--- src/rtl/kwm_pkg.sv ---
// Shared widths, codes and controller/datapath interface types of the k-way merge.
`default_nettype none
package kwm_pkg;

  localparam int unsigned MODE_W      = 2;
  localparam int unsigned SRC_W       = 3;
  localparam int unsigned KEY_W       = 32;
  localparam int unsigned OFF_W       = 48;
  localparam int unsigned STAT_W      = 2;
  localparam int unsigned WIN_W       = 3;
  localparam int unsigned MASK_W      = 8;
  localparam int unsigned CNT_W       = 4;
  localparam int unsigned CFG_IDX_W   = 2;
  localparam int unsigned CFG_DATA_W  = 4;
  localparam int unsigned IN_TDATA_W  = 112;
  localparam int unsigned IN_TUSER_W  = 5;
  localparam int unsigned OUT_TDATA_W = 128;
  localparam int unsigned OUT_TUSER_W = 2;

  typedef enum logic [MODE_W-1:0] {
    MODE_HEAD    = 2'd0,
    MODE_END     = 2'd1,
    MODE_ERROR   = 2'd2,
    MODE_RESTART = 2'd3
  } mode_t;

  typedef enum logic [STAT_W-1:0] {
    STAT_MERGED = 2'd0,
    STAT_DONE   = 2'd1,
    STAT_ERROR  = 2'd2
  } stat_t;

  localparam logic [CFG_IDX_W-1:0] REG_SOURCE_COUNT = 2'd0;
  localparam logic [CFG_IDX_W-1:0] REG_TWO_KEYS     = 2'd1;

  typedef struct packed {
    logic  take;
    logic  kind_load;
    stat_t kind;
    logic  scan_clear;
    logic  scan_step;
    logic  emit;
  } cmd_t;

  typedef struct packed {
    logic restart;
    logic settled;
    logic err_any;
    logic valid_any;
    logic scan_last;
    logic out_free;
  } sts_t;

endpackage
`default_nettype wire

--- src/rtl/kway_merge_with_shadowing.sv ---
// Top level of the k-way merge with duplicate shadowing.
//
// Channel  Direction  Handshake             Beat contents
// in       slave      in_tvalid/in_tready   head item, end mark, error mark or restart
// out      master     out_tvalid/out_tready merged item, all-done or error report
// cfg      write      cfg_we                source_count (index 0), two_keys (index 1)
//
// A restart, or an item that leaves some live source without a head, passes the
// take and check steps only. An error or all-exhausted report adds the emit step;
// a merged item also scans the live sources before emit, one head per cycle,
// checked against the running minimum in a single comparator.
// Reset is synchronous: all heads empty, source_count 1, two_keys 1.
// A result waits in the output register while the next beat is taken; a further
// result holds in its emit step until that register is free.
`default_nettype none
module kway_merge_with_shadowing #(
  parameter int unsigned SOURCES = 8
) (
  input  wire logic                               clk,
  input  wire logic                               rst_n,
  input  wire logic                               cfg_we,
  input  wire logic [kwm_pkg::CFG_IDX_W-1:0]      cfg_index,
  input  wire logic [kwm_pkg::CFG_DATA_W-1:0]     cfg_wdata,
  input  wire logic                               in_tvalid,
  output logic                                    in_tready,
  // key_high[31:0], key_low[63:32], offset[111:64]
  input  wire logic [kwm_pkg::IN_TDATA_W-1:0]     in_tdata,
  // mode[1:0], source[4:2]
  input  wire logic [kwm_pkg::IN_TUSER_W-1:0]     in_tuser,
  output logic                                    out_tvalid,
  input  wire logic                               out_tready,
  // winner[2:0], out_key_high[34:3], out_key_low[66:35], out_offset[114:67],
  // refill_mask[122:115], zero[127:123]
  output logic [kwm_pkg::OUT_TDATA_W-1:0]         out_tdata,
  // status[1:0]
  output logic [kwm_pkg::OUT_TUSER_W-1:0]         out_tuser
);

  kwm_pkg::cmd_t              cmd;
  kwm_pkg::sts_t              sts;
  logic [kwm_pkg::STAT_W-1:0] o_status;
  logic [kwm_pkg::WIN_W-1:0]  o_winner;
  logic [kwm_pkg::KEY_W-1:0]  o_khi, o_klo;
  logic [kwm_pkg::OFF_W-1:0]  o_off;
  logic [kwm_pkg::MASK_W-1:0] o_mask;

  kwm_ctrl u_ctrl (
    .clk       (clk),
    .rst_n     (rst_n),
    .in_tvalid (in_tvalid),
    .in_tready (in_tready),
    .sts       (sts),
    .cmd       (cmd)
  );

  kwm_dpath #(
    .SOURCES (SOURCES)
  ) u_dpath (
    .clk        (clk),
    .rst_n      (rst_n),
    .cfg_we     (cfg_we),
    .cfg_index  (cfg_index),
    .cfg_wdata  (cfg_wdata),
    .in_mode    (in_tuser[1:0]),
    .in_src     (in_tuser[4:2]),
    .in_khi     (in_tdata[31:0]),
    .in_klo     (in_tdata[63:32]),
    .in_off     (in_tdata[111:64]),
    .cmd        (cmd),
    .sts        (sts),
    .out_tready (out_tready),
    .out_tvalid (out_tvalid),
    .out_status (o_status),
    .out_winner (o_winner),
    .out_khi    (o_khi),
    .out_klo    (o_klo),
    .out_off    (o_off),
    .out_mask   (o_mask)
  );

  assign out_tdata = {5'd0, o_mask, o_off, o_klo, o_khi, o_winner};
  assign out_tuser = o_status;

`ifndef SYNTHESIS
  a_emit_needs_room: assert property (@(posedge clk) disable iff (!rst_n)
    cmd.emit |-> sts.out_free)
    else $error("result emitted while the output register is occupied");

  a_one_item_at_a_time: assert property (@(posedge clk) disable iff (!rst_n)
    (in_tvalid && in_tready) |=> !in_tready)
    else $error("input taken again before the item was evaluated");

  a_winner_refilled: assert property (@(posedge clk) disable iff (!rst_n)
    (out_tvalid && (o_status == kwm_pkg::STAT_MERGED)) |->
      (((o_mask >> o_winner) & kwm_pkg::MASK_W'(1)) != '0))
    else $error("merged result does not empty the winning head");

  a_report_no_refill: assert property (@(posedge clk) disable iff (!rst_n)
    (out_tvalid && (o_status != kwm_pkg::STAT_MERGED)) |-> (o_mask == '0))
    else $error("status report carries a refill mask");
`endif

endmodule
`default_nettype wire

--- src/rtl/kwm_ctrl.sv ---
// Sequencer of the k-way merge: apply, check, scan and emit steps.
`default_nettype none
module kwm_ctrl (
  input  wire logic          clk,
  input  wire logic          rst_n,
  input  wire logic          in_tvalid,
  output logic               in_tready,
  input  wire kwm_pkg::sts_t sts,
  output kwm_pkg::cmd_t      cmd
);

  typedef enum logic [3:0] {
    S_IDLE  = 4'b0001,
    S_CHECK = 4'b0010,
    S_SCAN  = 4'b0100,
    S_EMIT  = 4'b1000
  } state_t;

  state_t state_r;
  state_t state_nxt;

  assign in_tready = (state_r == S_IDLE);

  always_comb begin
    cmd       = '0;
    state_nxt = state_r;
    unique case (state_r)
      S_IDLE: begin
        if (in_tvalid) begin
          cmd.take  = 1'b1;
          state_nxt = S_CHECK;
        end
      end
      S_CHECK: begin
        priority if (sts.restart || !sts.settled) begin
          state_nxt = S_IDLE;
        end else if (sts.err_any) begin
          cmd.kind_load = 1'b1;
          cmd.kind      = kwm_pkg::STAT_ERROR;
          state_nxt     = S_EMIT;
        end else if (!sts.valid_any) begin
          cmd.kind_load = 1'b1;
          cmd.kind      = kwm_pkg::STAT_DONE;
          state_nxt     = S_EMIT;
        end else begin
          cmd.kind_load  = 1'b1;
          cmd.kind       = kwm_pkg::STAT_MERGED;
          cmd.scan_clear = 1'b1;
          state_nxt      = S_SCAN;
        end
      end
      S_SCAN: begin
        cmd.scan_step = 1'b1;
        if (sts.scan_last) begin
          state_nxt = S_EMIT;
        end
      end
      S_EMIT: begin
        if (sts.out_free) begin
          cmd.emit  = 1'b1;
          state_nxt = S_IDLE;
        end
      end
      default: begin
        state_nxt = S_IDLE;
      end
    endcase
  end

  always_ff @(posedge clk) begin
    if (!rst_n) begin
      state_r <= S_IDLE;
    end else begin
      state_r <= state_nxt;
    end
  end

endmodule
`default_nettype wire

--- src/rtl/kwm_dpath.sv ---
// Datapath of the k-way merge: head registers, minimum scan, shadowing and output register.
`default_nettype none
module kwm_dpath #(
  parameter int unsigned SOURCES = 8
) (
  input  wire logic                              clk,
  input  wire logic                              rst_n,
  input  wire logic                              cfg_we,
  input  wire logic [kwm_pkg::CFG_IDX_W-1:0]     cfg_index,
  input  wire logic [kwm_pkg::CFG_DATA_W-1:0]    cfg_wdata,
  input  wire logic [kwm_pkg::MODE_W-1:0]        in_mode,
  input  wire logic [kwm_pkg::SRC_W-1:0]         in_src,
  input  wire logic [kwm_pkg::KEY_W-1:0]         in_khi,
  input  wire logic [kwm_pkg::KEY_W-1:0]         in_klo,
  input  wire logic [kwm_pkg::OFF_W-1:0]         in_off,
  input  wire kwm_pkg::cmd_t                     cmd,
  output kwm_pkg::sts_t                          sts,
  input  wire logic                              out_tready,
  output logic                                   out_tvalid,
  output logic [kwm_pkg::STAT_W-1:0]             out_status,
  output logic [kwm_pkg::WIN_W-1:0]              out_winner,
  output logic [kwm_pkg::KEY_W-1:0]              out_khi,
  output logic [kwm_pkg::KEY_W-1:0]              out_klo,
  output logic [kwm_pkg::OFF_W-1:0]              out_off,
  output logic [kwm_pkg::MASK_W-1:0]             out_mask
);

  localparam int unsigned IW = $clog2(SOURCES);
  localparam int unsigned CW = $clog2(SOURCES + 1);

  logic [kwm_pkg::CNT_W-1:0]  src_cnt_r;
  logic                       two_keys_r;
  logic [SOURCES-1:0]         valid_r, valid_nxt;
  logic [SOURCES-1:0]         exh_r, exh_nxt;
  logic [SOURCES-1:0]         err_r, err_nxt;
  logic [kwm_pkg::KEY_W-1:0]  khi_r [SOURCES];
  logic [kwm_pkg::KEY_W-1:0]  klo_r [SOURCES];
  logic [kwm_pkg::OFF_W-1:0]  off_r [SOURCES];
  logic                       restart_r;
  kwm_pkg::stat_t             kind_r;
  logic [IW-1:0]              idx_r;
  logic [IW-1:0]              best_idx_r;
  logic                       best_found_r;
  logic [kwm_pkg::KEY_W-1:0]  best_khi_r, best_klo_r;
  logic [kwm_pkg::OFF_W-1:0]  best_off_r;

  logic                       out_tvalid_r;
  kwm_pkg::stat_t             out_status_r;
  logic [kwm_pkg::WIN_W-1:0]  out_winner_r;
  logic [kwm_pkg::KEY_W-1:0]  out_khi_r, out_klo_r;
  logic [kwm_pkg::OFF_W-1:0]  out_off_r;
  logic [kwm_pkg::MASK_W-1:0] out_mask_r;

  kwm_pkg::mode_t             mode;
  logic [CW-1:0]              live_n;
  logic [SOURCES-1:0]         live, hit, shadow;
  logic [IW-1:0]              err_idx;
  logic                       better;
  logic                       out_free;

  function automatic logic key_eq(input logic [kwm_pkg::KEY_W-1:0] ahi,
                                  input logic [kwm_pkg::KEY_W-1:0] alo,
                                  input logic [kwm_pkg::KEY_W-1:0] bhi,
                                  input logic [kwm_pkg::KEY_W-1:0] blo,
                                  input logic                      two);
    return (ahi == bhi) && (!two || (alo == blo));
  endfunction

  function automatic logic key_lt(input logic [kwm_pkg::KEY_W-1:0] ahi,
                                  input logic [kwm_pkg::KEY_W-1:0] alo,
                                  input logic [kwm_pkg::KEY_W-1:0] bhi,
                                  input logic [kwm_pkg::KEY_W-1:0] blo,
                                  input logic                      two);
    return (ahi < bhi) || (two && (ahi == bhi) && (alo < blo));
  endfunction

  assign mode = kwm_pkg::mode_t'(in_mode);

  always_comb begin
    if (src_cnt_r == '0) begin
      live_n = CW'(1);
    end else if (int'(src_cnt_r) > int'(SOURCES)) begin
      live_n = CW'(SOURCES);
    end else begin
      live_n = CW'(src_cnt_r);
    end
  end

  always_comb begin
    for (int i = 0; i < int'(SOURCES); i++) begin
      live[i]   = (i < int'(live_n));
      hit[i]    = live[i] && (int'(in_src) == i);
      shadow[i] = live[i] && valid_r[i] &&
                  key_eq(khi_r[i], klo_r[i], best_khi_r, best_klo_r, two_keys_r);
    end
  end

  always_comb begin
    err_idx = '0;
    for (int i = int'(SOURCES) - 1; i >= 0; i--) begin
      if (live[i] && err_r[i]) begin
        err_idx = IW'(i);
      end
    end
  end

  assign better = valid_r[idx_r] &&
                  (!best_found_r ||
                   key_lt(khi_r[idx_r], klo_r[idx_r], best_khi_r, best_klo_r, two_keys_r));
  assign out_free = !out_tvalid_r || out_tready;

  always_comb begin
    sts.restart   = restart_r;
    sts.settled   = &(~live | valid_r | exh_r | err_r);
    sts.err_any   = |(live & err_r);
    sts.valid_any = |(live & valid_r);
    sts.scan_last = ((CW'(idx_r) + CW'(1)) == live_n);
    sts.out_free  = out_free;
  end

  always_comb begin
    valid_nxt = valid_r;
    exh_nxt   = exh_r;
    err_nxt   = err_r;
    if (cmd.take) begin
      unique case (mode)
        kwm_pkg::MODE_RESTART: begin
          valid_nxt = '0;
          exh_nxt   = '0;
          err_nxt   = '0;
        end
        kwm_pkg::MODE_HEAD: begin
          valid_nxt = valid_r | hit;
          exh_nxt   = exh_r & ~hit;
          err_nxt   = err_r & ~hit;
        end
        kwm_pkg::MODE_END: begin
          valid_nxt = valid_r & ~hit;
          exh_nxt   = exh_r | hit;
          err_nxt   = err_r & ~hit;
        end
        kwm_pkg::MODE_ERROR: begin
          valid_nxt = valid_r & ~hit;
          exh_nxt   = exh_r & ~hit;
          err_nxt   = err_r | hit;
        end
      endcase
    end
    if (cmd.emit && (kind_r == kwm_pkg::STAT_MERGED)) begin
      valid_nxt = valid_nxt & ~shadow;
    end
  end

  always_ff @(posedge clk) begin
    if (!rst_n) begin
      src_cnt_r    <= kwm_pkg::CNT_W'(1);
      two_keys_r   <= 1'b1;
      valid_r      <= '0;
      exh_r        <= '0;
      err_r        <= '0;
      restart_r    <= 1'b0;
      kind_r       <= kwm_pkg::STAT_DONE;
      idx_r        <= '0;
      best_found_r <= 1'b0;
      out_tvalid_r <= 1'b0;
    end else begin
      if (cfg_we) begin
        priority if (cfg_index == kwm_pkg::REG_SOURCE_COUNT) begin
          src_cnt_r <= cfg_wdata[kwm_pkg::CNT_W-1:0];
        end else if (cfg_index == kwm_pkg::REG_TWO_KEYS) begin
          two_keys_r <= cfg_wdata[0];
        end
      end
      valid_r <= valid_nxt;
      exh_r   <= exh_nxt;
      err_r   <= err_nxt;
      if (cmd.take) begin
        restart_r <= (mode == kwm_pkg::MODE_RESTART);
      end
      if (cmd.kind_load) begin
        kind_r <= cmd.kind;
      end
      if (cmd.scan_clear) begin
        idx_r        <= '0;
        best_found_r <= 1'b0;
      end else if (cmd.scan_step) begin
        if (better) begin
          best_found_r <= 1'b1;
        end
        if (!sts.scan_last) begin
          idx_r <= idx_r + IW'(1);
        end
      end
      if (cmd.emit) begin
        out_tvalid_r <= 1'b1;
      end else if (out_tready) begin
        out_tvalid_r <= 1'b0;
      end
    end
  end

  always_ff @(posedge clk) begin
    for (int i = 0; i < int'(SOURCES); i++) begin
      if (cmd.take && (mode == kwm_pkg::MODE_HEAD) && hit[i]) begin
        khi_r[i] <= in_khi;
        klo_r[i] <= in_klo;
        off_r[i] <= in_off;
      end
    end
    if (cmd.scan_step && better) begin
      best_idx_r <= idx_r;
      best_khi_r <= khi_r[idx_r];
      best_klo_r <= klo_r[idx_r];
      best_off_r <= off_r[idx_r];
    end
    if (cmd.emit) begin
      out_status_r <= kind_r;
      unique case (kind_r)
        kwm_pkg::STAT_MERGED: begin
          out_winner_r <= kwm_pkg::WIN_W'(best_idx_r);
          out_khi_r    <= best_khi_r;
          out_klo_r    <= two_keys_r ? best_klo_r : '0;
          out_off_r    <= two_keys_r ? best_off_r : '0;
          out_mask_r   <= kwm_pkg::MASK_W'(shadow);
        end
        kwm_pkg::STAT_ERROR: begin
          out_winner_r <= kwm_pkg::WIN_W'(err_idx);
          out_khi_r    <= '0;
          out_klo_r    <= '0;
          out_off_r    <= '0;
          out_mask_r   <= '0;
        end
        default: begin
          out_winner_r <= '0;
          out_khi_r    <= '0;
          out_klo_r    <= '0;
          out_off_r    <= '0;
          out_mask_r   <= '0;
        end
      endcase
    end
  end

  assign out_tvalid = out_tvalid_r;
  assign out_status = out_status_r;
  assign out_winner = out_winner_r;
  assign out_khi    = out_khi_r;
  assign out_klo    = out_klo_r;
  assign out_off    = out_off_r;
  assign out_mask   = out_mask_r;

endmodule
`default_nettype wire
--- config.mk ---
export PLATFORM = sky130hd
export DESIGN_NAME = kway_merge_with_shadowing
export DESIGN_NICKNAME = d
export VERILOG_FILES = /design/src/rtl/kwm_pkg.sv /design/src/rtl/kway_merge_with_shadowing.sv /design/src/rtl/kwm_ctrl.sv /design/src/rtl/kwm_dpath.sv
export SDC_FILE = /design/constraint.sdc
export NUM_CORES = 1
export LEC_CHECK = 0
export BUFFER_PORTS_ARGS = -buffer_cell sky130_fd_sc_hd__buf_2
export CORE_MARGIN = 4
export CORE_UTILIZATION = 55
export CTS_BUF_LIST = sky130_fd_sc_hd__clkbuf_2 sky130_fd_sc_hd__clkbuf_4 sky130_fd_sc_hd__clkbuf_8
export CTS_CLUSTER_DIAMETER = 30
export DETAILED_ROUTE_END_ITERATION = 16
export PLACE_DENSITY = 0.76
export SLEW_MARGIN = 15
export SYNTH_ARGS = -nofsm -noshare
export SYNTH_HDL_FRONTEND = slang
export SYNTH_HIERARCHICAL = 1
export SYNTH_SLANG_ARGS = --single-unit
--- constraint.sdc ---
create_clock -name clk -period 8.2 [get_ports clk]
set_input_delay 1.64 -clock clk [delete_from_list [all_inputs] [get_ports clk]]
set_output_delay 1.64 -clock clk [all_outputs]
set_load 0.02 [all_outputs]
==> out/metrics.csv <==
metric;value;unit
ys_types;66;
p_per_area;222.0;mW/mm²
crit_chain;buf_4 -> mux4_2 -> mux2_2 -> ha_1 -> nand4_1 -> nor4_1 -> nand4_1 -> a311oi_1 -> nand4_1 -> o31ai_4 -> buf_4;
grt_pass1_wl;215100;µm
area_growth;14.96;%
cts_inserted_buffers;230;
cts.path.max_buffers;3;
grt_start_max_net_pins;81;
post_cts_buffers;0;
core-area;0.09319;mm²
finalHoldViolCount;0;
cts_resized;0;
slew_violations;0;
ys_seq_area_frac;0.6775;
ant_nets;0;
grt_pass1_vias;30320;
cp_top_family;simple AND/OR/NAND/NOR gates;
path_clk_slew;0.06;ns
slowest_stage;nor4_1;
numPortBuffers;254;
nets;3556;
max_stage_delay;0.76;ns
finalSetupViolations;0;
fmax;0.1761;GHz
grt_overflow;0;
finalSetupTns;0;ns
synth_edf_count;1136;
num_rows;112;
async_reset_ff_frac;0;
clk-insertion-delay-late;0.91;ns
worstPathMaxFanout;40;
cp-end-kind;flip-flop;
initial_utilization;0.5543;
cp.required;8.70;ns
cap_violations;0;
yosys_register_bits;1180;
synth_warnings;6;
cts_root_buf;clkbuf_8;
avgRoutedWirePerCell;31.22;µm
relSlewSlack;0.2029;
vias;30150;
final.setup_skew;0.04403;ns
chipHeight;314.5;µm
crit_path_end;u_dpath/best_khi_r[9];
reg2reg_depth;11;
critPathLaunchType;flip-flop;
postSynthAreaPerCell;17.21;µm²
die_x;314.5;µm
rsz0062_at_grt;no;
critical_path_class;reg2reg;
hold_buffers;0;
cts_sinks;1180;
outcome;completed;
drc;0;
irDropWorstVdd;194.5;µV
drt_iter0_markers;4271;
path_common_cell;nand4_1;
syn_inst;3002;
r2r_end;u_dpath/best_khi_r[9];
dr.pass1.iters;6;
period_share;0.6924;
worstHoldPathType;reg2reg;
syn_area;0.05165;mm²
gp_congestion;1.011;
whs;0.4810;ns
ctsHtreeMaxLevel;4;
gr-usage-all-layers;0.3038;
crit_buf_inv;2;
tightest_slew;1.196;ns
finalCriticalPeriod;5.677;ns
die_area;0.09888;mm²
p_leak;19.46;nW
drive_above_1_share;0.2957;
routed_wl;150500;µm
synth_ff_type;edfxtp_1;
ios;260;
vias_per_cell;6.252;
place_hpwl;99360;µm
path_depth;11;
grt_antenna_before_repair;29;
reg2reg_slack;2.52;ns
cp.arrival;6.18;ns
tritoncts;built;
## power breakdown
part | total [W] | internal, W | switching [W] | leakage, nW
clock network | 0.00641 | 0.00374 | 0.00267 | 2.58
logic | 0.000171 | 0.0000483 | 0.000123 | 6.54
registers | 0.00660 | 0.00659 | 0.00000876 | 10.3
total | 0.0132 | 0.0104 | 0.00280 | 19.5
## how the worst min path moves through the flow
| stage | from | end | cells after the start |
|---|---|---|---|
| after floorplan | u_dpath/idx_r[2] | u_dpath/best_idx_r[2] | 0 |
| after detailed placement | u_dpath/exh_r[5] | u_dpath/exh_r[5] | 2 |
| after global placement | u_dpath/exh_r[7] | u_dpath/exh_r[7] | 2 |
| final | u_dpath/exh_r[5] | u_dpath/exh_r[5] | 2 |
| after global routing | u_dpath/restart_r | u_dpath/restart_r | 2 |
| after CTS | u_dpath/exh_r[5] | u_dpath/exh_r[5] | 2 |
## registers in the layout (all words and copies together), names as in the netlist, 4 cells and up, named ones only
register	cells
u_dpath/valid_r	8
u_ctrl/state_r	4
u_dpath/off_r	384
u_dpath/err_r	8
u_dpath/src_cnt_r	4
u_dpath/best_klo_r	32
u_dpath/out_khi	32
u_dpath/khi_r	256
u_dpath/best_khi_r	32
u_dpath/klo_r	256
u_dpath/out_off	48
u_dpath/exh_r	8
u_dpath/out_mask	8
u_dpath/best_off_r	48
u_dpath/out_klo	32
## metrics by stage
step	total power (W)	area [µm²]	setup WS, ns	cells	utilization
floorplan	0.006784	51670	0.6060	3006	-
global placement	0.006883	54210	2.586	4381	0.5817
detailed placement	0.006893	54210	2.578	4381	0.5817
CTS	0.01327	59340	2.546	4805	0.6367
global route	0.01361	59350	2.416	4812	0.6369
finish	0.01318	59380	2.523	4822	0.6372
## final cells by class
| class | instances | area, µm² |
|---|---|---|
| fillers | 6527 | 33810 |
| diodes | 17 | 42.54 |
| clock buffers | 279 | 3546 |
| well taps | 1254 | 1569 |
| inverters | 77 | 289.0 |
| multi-input cells | 1575 | 15660 |
| flip-flops and latches | 1180 | 35010 |
| repair buffers | 295 | 1679 |
| clock inverters | 145 | 1583 |
## placed cells by master (no fill, tap or decap), drive strengths merged, types with 85 or more instances in the layout
master,count
edfxtp,1136
buf,295
clkbuf,279
xor2,275
xnor2,237
mux4,226
mux2,111
nor4,89
inv,89
nand4,85
## metal layers
layer | vias up | GRT usage | share of wire
li1 | 12500 | - | -
met1 | 15480 | 0.4235 | 0.39
met2 | 1824 | 0.4617 | 0.46
met3 | 323 | 0.08907 | 0.12
met4 | 14 | 0.1092 | 0.034
met5 | - | 0 | 0.00060
## worst min-delay path: cells and delay by family (launching register included)
kind	cells	cell delay (ns)
flip-flops	1	0.32
AND/OR/NAND/NOR	1	0.06
AO/OA/AOI/OAI	1	0.05
## Yosys cell counts (all sizes together), types with 4 or more instances
cell type  count  area [µm²]
xnor2        237        2076
edfxtp      1136       34110
buf          113       580.6
a211oi         6       45.04
nand4b         5       43.79
and3          54       337.8
nand3         24       120.1
nor2          83       311.6
clkbuf        61       229.0
a2111oi        5       45.04
o21ai         45       225.2
nor2b          5       31.28
nand2b         5       31.28
nor3b          7       52.55
ha            69       863.3
or2            4       25.02
mux4         226        5090
o21a           9       67.56
dfxtp         44       880.8
a21oi         60       300.3
o41ai          4       42.55
nor4          89       563.0
mux2         111        1250
o211ai         8       60.06
a21o           9       67.56
xor2         275        2409
nor3          44       220.2
inv           76       285.3
and2           4       25.02
o211a         14       140.1
nand2         37       138.9
mux2i          9       90.09
nand4         85       531.8
## cells by family after synthesis
| logic type | Yosys count | synth area share |
|---|---|---|
| simple gates | 460 | 0.04976 |
| other cells | 1 | 0.00007260 |
| mux | 346 | 0.1245 |
| xor+xnor | 513 | 0.08726 |
| fa+ha+maj | 69 | 0.01671 |
| buf+inv | 251 | 0.02127 |
| compound gates | 182 | 0.02294 |
| flops | 1180 | 0.6775 |
Power figures use the tool's default switching activity.
